`config.mk`:
```
export PLATFORM = sky130hd
export DESIGN_NAME = hsl_lightness_saturation
export DESIGN_NICKNAME = d
export VERILOG_FILES = /design/src/rtl/hsl_ls_pkg.sv /design/src/rtl/hsl_ls_div_step.sv /design/src/rtl/hsl_lightness_saturation.sv
export SDC_FILE = /design/constraint.sdc
export NUM_CORES = 1
export LEC_CHECK = 0
export ABC_AREA = 1
export BUFFER_PORTS_ARGS = -buffer_cell sky130_fd_sc_hd__buf_4
export CORE_AREA = 2 2 185 187
export DETAILED_ROUTE_END_ITERATION = 7
export DIE_AREA = 0 0 187 189
export PLACE_DENSITY = 0.56
export SYNTH_ARGS = -nofsm -noshare
export SYNTH_HDL_FRONTEND = slang
export SYNTH_SLANG_ARGS = --single-unit
```
`constraint.sdc`:
```
create_clock -name i_clk -period 11.2 [get_ports i_clk]
set_input_delay 0 -clock i_clk [delete_from_list [all_inputs] [get_ports i_clk]]
set_output_delay 0 -clock i_clk [all_outputs]
set_load 0.02 [all_outputs]
```
`src/rtl/hsl_ls_pkg.sv`:
```
// types and constants shared by the hsl lightness/saturation pipeline
// no dependencies; used by hsl_ls_div_step and hsl_lightness_saturation
package hsl_ls_pkg;

    localparam int CHAN_WIDTH  = 8;
    localparam int SUM_WIDTH   = CHAN_WIDTH + 1;
    localparam int QUO_WIDTH   = 16;

    localparam logic [SUM_WIDTH-1:0] SAT_SCALE   = 9'd255;
    localparam logic [SUM_WIDTH-1:0] BRIGHT_BASE = 9'd511;
    localparam logic [SUM_WIDTH-1:0] HALF_LEVEL  = 9'd128;

    // quotient bits resolved by each divider stage
    localparam int DIV_STEPS_PER_STAGE = 4;
    localparam int DIV_STAGES          = QUO_WIDTH / DIV_STEPS_PER_STAGE;

    typedef struct packed {
        logic [CHAN_WIDTH-1:0] red;
        logic [CHAN_WIDTH-1:0] green;
        logic [CHAN_WIDTH-1:0] blue;
    } t_pixel;

    typedef struct packed {
        logic [SUM_WIDTH-1:0] lightness_twice;
        logic [QUO_WIDTH-1:0] saturation_q8;
    } t_result;

    // one transaction in flight through the divider
    typedef struct packed {
        logic                  valid;
        logic [SUM_WIDTH-1:0]  lightness_twice;
        logic [CHAN_WIDTH-1:0] den;
        logic [CHAN_WIDTH-1:0] rem;
        logic [QUO_WIDTH-1:0]  acc;   // pending dividend bits shift out, quotient bits shift in
    } t_div_slot;

endpackage

```
`src/rtl/hsl_ls_div_step.sv`:
```
// one registered stage of the restoring divider, DIV_STEPS_PER_STAGE (4) quotient bits per stage
// depends on hsl_ls_pkg
module hsl_ls_div_step (
    input  logic                  i_clk,
    input  logic                  i_rst_n,
    input  hsl_ls_pkg::t_div_slot i_slot,
    output hsl_ls_pkg::t_div_slot o_slot
);
    import hsl_ls_pkg::*;

    t_div_slot r_slot;
    t_div_slot n_slot;

    always_comb begin
        logic [CHAN_WIDTH:0] trial;
        logic                qbit;
        n_slot = i_slot;
        for (int i = 0; i < DIV_STEPS_PER_STAGE; i++) begin
            trial = {n_slot.rem, n_slot.acc[QUO_WIDTH-1]};
            qbit  = (trial >= {1'b0, n_slot.den});
            if (qbit) begin
                trial = trial - {1'b0, n_slot.den};
            end
            // remainder stays below den, so it fits the channel width
            n_slot.rem = trial[CHAN_WIDTH-1:0];
            n_slot.acc = {n_slot.acc[QUO_WIDTH-2:0], qbit};
        end
    end

    always_ff @(posedge i_clk) begin
        r_slot.lightness_twice <= n_slot.lightness_twice;
        r_slot.den             <= n_slot.den;
        r_slot.rem             <= n_slot.rem;
        r_slot.acc             <= n_slot.acc;
        if (!i_rst_n) begin
            r_slot.valid <= 1'b0;
        end else begin
            r_slot.valid <= n_slot.valid;
        end
    end

    assign o_slot = r_slot;

endmodule

```
`src/rtl/hsl_lightness_saturation.sv`:
```
// top level: hsl lightness (doubled) and saturation of an 8-bit rgb pixel
// depends on hsl_ls_pkg and hsl_ls_div_step
//
//  channel   ports                       direction  handshake
//  pixel     start, busy, i_pixel        in         taken when start && !busy
//  result    o_strobe, o_result          out        one cycle per result, no backpressure
//
// a pixel can enter every cycle; busy is always low
// registered pipeline steps: max/min, sum/den, scaling, then the
// 16-bit restoring divider resolving 4 quotient bits per stage
// synchronous active-low reset clears only the valid bits along the pipe
module hsl_lightness_saturation (
    input  logic               i_clk,
    input  logic               i_rst_n,
    input  logic               start,
    output logic               busy,
    input  hsl_ls_pkg::t_pixel i_pixel,
    output logic               o_strobe,
    output hsl_ls_pkg::t_result o_result
);
    import hsl_ls_pkg::*;

    // stage 1: max and min channel
    logic                  r_s1_valid;
    logic [CHAN_WIDTH-1:0] r_s1_hi;
    logic [CHAN_WIDTH-1:0] r_s1_lo;
    logic [CHAN_WIDTH-1:0] n_s1_hi;
    logic [CHAN_WIDTH-1:0] n_s1_lo;
    logic [CHAN_WIDTH-1:0] w_rg_hi;
    logic [CHAN_WIDTH-1:0] w_rg_lo;

    // stage 2: sum, difference, denominator
    logic                  r_s2_valid;
    logic [SUM_WIDTH-1:0]  r_s2_sum;
    logic [CHAN_WIDTH-1:0] r_s2_diff;
    logic [CHAN_WIDTH-1:0] r_s2_den;
    logic [SUM_WIDTH-1:0]  n_s2_sum;
    logic [SUM_WIDTH-1:0]  n_s2_den_full;
    logic [CHAN_WIDTH-1:0] n_s2_den;

    // stage 3: scaled numerator loaded into the divider slot
    t_div_slot             r_s3_slot;
    t_div_slot             n_s3_slot;
    logic [QUO_WIDTH-1:0]  w_num;

    t_div_slot             w_slot [0:DIV_STAGES];

    assign busy = 1'b0;

    assign w_rg_hi = (i_pixel.red > i_pixel.green) ? i_pixel.red : i_pixel.green;
    assign w_rg_lo = (i_pixel.red < i_pixel.green) ? i_pixel.red : i_pixel.green;
    assign n_s1_hi = (w_rg_hi > i_pixel.blue) ? w_rg_hi : i_pixel.blue;
    assign n_s1_lo = (w_rg_lo < i_pixel.blue) ? w_rg_lo : i_pixel.blue;

    always_ff @(posedge i_clk) begin
        r_s1_hi <= n_s1_hi;
        r_s1_lo <= n_s1_lo;
        if (!i_rst_n) begin
            r_s1_valid <= 1'b0;
        end else begin
            r_s1_valid <= start && !busy;
        end
    end

    always_comb begin
        n_s2_sum = {1'b0, r_s1_hi} + {1'b0, r_s1_lo};
        if (n_s2_sum >= (HALF_LEVEL << 1)) begin
            n_s2_den_full = BRIGHT_BASE - n_s2_sum;
        end else begin
            n_s2_den_full = n_s2_sum;
        end
        // black pixel: numerator is zero, a divisor of one gives zero
        if (n_s2_den_full == '0) begin
            n_s2_den = CHAN_WIDTH'(1);
        end else begin
            n_s2_den = n_s2_den_full[CHAN_WIDTH-1:0];
        end
    end

    always_ff @(posedge i_clk) begin
        r_s2_sum  <= n_s2_sum;
        r_s2_diff <= r_s1_hi - r_s1_lo;
        r_s2_den  <= n_s2_den;
        if (!i_rst_n) begin
            r_s2_valid <= 1'b0;
        end else begin
            r_s2_valid <= r_s1_valid;
        end
    end

    // diff * 255; the full dividend is this value times 256
    assign w_num = {r_s2_diff, {CHAN_WIDTH{1'b0}}}
                 - {{(QUO_WIDTH-CHAN_WIDTH){1'b0}}, r_s2_diff};

    always_comb begin
        n_s3_slot.valid           = r_s2_valid;
        n_s3_slot.lightness_twice = r_s2_sum;
        n_s3_slot.den             = r_s2_den;
        // upper dividend bits are already below den since diff <= den
        n_s3_slot.rem             = w_num[QUO_WIDTH-1:CHAN_WIDTH];
        n_s3_slot.acc             = {w_num[CHAN_WIDTH-1:0],
                                     {(QUO_WIDTH-CHAN_WIDTH){1'b0}}};
    end

    always_ff @(posedge i_clk) begin
        r_s3_slot.lightness_twice <= n_s3_slot.lightness_twice;
        r_s3_slot.den             <= n_s3_slot.den;
        r_s3_slot.rem             <= n_s3_slot.rem;
        r_s3_slot.acc             <= n_s3_slot.acc;
        if (!i_rst_n) begin
            r_s3_slot.valid <= 1'b0;
        end else begin
            r_s3_slot.valid <= n_s3_slot.valid;
        end
    end

    assign w_slot[0] = r_s3_slot;

    genvar g;
    generate
        for (g = 0; g < DIV_STAGES; g++) begin : g_div
            hsl_ls_div_step u_step (
                .i_clk   (i_clk),
                .i_rst_n (i_rst_n),
                .i_slot  (w_slot[g]),
                .o_slot  (w_slot[g+1])
            );
        end
    endgenerate

    assign o_strobe                 = w_slot[DIV_STAGES].valid;
    assign o_result.lightness_twice = w_slot[DIV_STAGES].lightness_twice;
    assign o_result.saturation_q8   = w_slot[DIV_STAGES].acc;

endmodule
```
==> run metrics <==
clock buffer depth=3; CTS tree=done; arrival time worst endpoint=7.53 ns; Worst Setup SP=g_div[1].u_step.o_slot[25]$_DFF_P_; Crit Path Class=reg2reg; most frequent cells in the layout=nand2_1, inv_1, dfxtp_1, ha_1, a21oi_1; sequential share of the synthesized area=0.3147; nets=2056; clock-pin transition on the worst setup and hold timing paths=0.06 ns; die width=187 µm; CTS Hold Bufs=31; most common cell after layout, fill and taps aside=nand2_1; wire length of the first global-routing pass=49.27 mm; Worst-Skew Late Latency=0.51 ns; DP Worst Slack=4.116 ns; min Tclk post-route=slightly above 7 ns; final wirelength=28.71 mm; Cells after Synth=1761; fin. max-slew vios=0; starting density of the core=0.3938; Mapped Area=13110 µm²; number of antenna diodes=0; placer congestion estimate=0.8631; setup TNS=0 ns; gr usage total=0.1642; RSZ-0062 raised after global routing=no; vias in the first global route=10550; Max-Cap Viols=0; Cell Area, Placed=approximately 14000 µm²; Fmax achieved=between 100 and 150 MHz; Wirelength per Cell=12.38 µm; gr ovfl total=0; Final WS setup=4.120 ns; Crit. End Element=flop; CP Launch Type=flop; io pins=54; htree depth=1; share of cells above drive strength 1=0.1074; Post-DRT Antenna Nets=0; Port Buf Inserts=52; Critical path buffers and inverters=4; worst hold start=i_pixel[17]; total CTS buffers=24; via count=10950; residual DRC count=0; post-cts sizing count=0; initial antenna violation count=0; Slew headroom=0.3501; Sink Count=206; postcts setup bufs=0; overall die area=35340 µm²; Core ar.=33280 µm²; Yosys reg bits=206; most frequent CP cell=nand2_1; outcome=complete, no violations; row cnt=67; Reg2Reg Setup Slack=4.12 ns; post-synthesis net count=1961; synth warn=0; worst path required time=11.65 ns; area delta synth->final=14.91%; Crit-path slowest cell=a211oi_1; Fillers=3384; Iter 0 DRT Violations=555; Slew @ Worst Pin=0.9749 ns; # setup viols final=0; CP Max Fanout=13; Netlist cell types=50; drt via density=4.720; final hold vios=0; part of the cycle the worst path needs=0.6322; hold crit path type=in2reg; clk root buf=clkbuf_16; CP delay by family, top=simple AND/OR/NAND/NOR gates; height of the die=between 150 and 200 µm; post-route design area=15060 µm²; Initial DRT Pass Iterations=5; Critical R2R Launch=g_div[1].u_step.o_slot[25]$_DFF_P_; delay of the slowest cell on the worst path=0.52 ns; skew final=0.01328 ns; DP HPWL=23.11 mm; Avg Cell Area, Syn=7.442 µm²; largest net degree at the start of global routing=17
[path summary, 6_finish.rpt]
kind                                                            to  cells after the start
worst max-delay path            g_div[2].u_step.o_slot[17]$_DFF_P_                     42
worst min-delay path                            r_s1_hi[1]$_DFF_P_                      5
worst max register to register  g_div[2].u_step.o_slot[17]$_DFF_P_                     42
worst min register to register  g_div[0].u_step.o_slot[14]$_DFF_P_                      0
[registers in the layout, indices dropped and copies added, names as in the netlist]
| register | flops |
|---|---|
| r_s2_den | 8 |
| r_s2_sum | 8 |
| g_div.u_step.o_slot | 131 |
| r_s2_valid | 1 |
| r_s2_diff | 8 |
| r_s1_lo | 8 |
| r_s1_valid | 1 |
| r_s1_hi | 8 |
| r_s3_slot | 33 |
[cells in the mapped netlist, drive strengths merged]
cell type  number  share of area
nand2         511           0.15
inv           258          0.074
dfxtp         206           0.31
ha            161           0.15
a21oi         109          0.044
nor2          108          0.037
o21ai         100          0.042
nand3          83          0.036
xor2           60          0.040
xnor2          32          0.021
nand4          25          0.013
nor3           17         0.0069
nand3b         15         0.0086
fa             12          0.018
buf            11         0.0074
or2            11         0.0053
o211ai          6         0.0038
o21a            5         0.0029
a211oi          4         0.0023
clkbuf          4         0.0011
a221oi          3         0.0020
o21bai          3         0.0020
a31oi           2        0.00095
a41oi           2         0.0019
and2            2        0.00095
clkinv          2        0.00076
nor4            2        0.00095
o311ai          2         0.0013
o41ai           2         0.0013
a21o            1        0.00057
conb            1        0.00029
o31ai           1        0.00057
[kinds of logic (layout without fill, tap and decap cells)]
| kind of cell | count (synthesis) | count (layout) | synth area share |
|---|---|---|---|
| AO/OA/AOI/OAI | 240 | 240 | 0.1052 |
| XOR/XNOR | 92 | 92 | 0.06149 |
| adder cells (fa/ha/maj) | 173 | 173 | 0.1720 |
| buffers and inverters | 275 | 385 | 0.08364 |
| flip-flops | 206 | 206 | 0.3147 |
| other | 1 | 1 | 0.0002861 |
| AND/OR/NAND/NOR | 774 | 774 | 0.2627 |
[area by class of cell]
class / instances / area [µm²] / area share
multi-input combinational: 1280 / 7885 / 0.5236
sequential: 206 / 4124 / 0.2738
inverter: 260 / 983.4 / 0.06530
timing repair buffer: 84 / 708.2 / 0.04703
clock buffer: 30 / 674.4 / 0.04478
tap: 448 / 560.5 / 0.03722
clock inverter: 11 / 123.9 / 0.008225
[per-stage QoR]
| stage | hold WS, ns | util | std cells |
|---|---|---|---|
| CTS | 0.01164 | 0.4525 | 2319 |
| global placement | 0.1822 | 0.4192 | 2247 |
| finish | 0.01432 | 0.4525 | 2319 |
| detailed placement | 0.1897 | 0.4192 | 2247 |
| floorplan | 0.09345 | - | 1761 |
| global route | 0.05979 | 0.4525 | 2319 |
[layer usage]
layer | wire length, µm | vias to the layer above | part of all wire | global-route usage
met2 | 13340 | 178 | 0.46 | 0.2930
met3 | 1044 | 42 | 0.036 | 0.02354
met5 | 0 | - | 0 | 0
met1 | 13800 | 4865 | 0.48 | 0.2095
li1 | - | 5860 | - | -
met4 | 525 | 0 | 0.018 | 0.03724
[worst reg2reg max path: cells and delay by family, from the launching register on]
family | cells | cell delay, ns
buffers and inverters | 4 | 0.51
adder cells (fa/ha/maj) | 5 | 1.56
AO/OA/AOI/OAI | 8 | 1.82
flip-flops | 1 | 0.31
AND/OR/NAND/NOR | 25 | 2.82
Power is not shown: default switching activity piles up to over one toggle a cycle in this logic, so the estimate is an artifact.
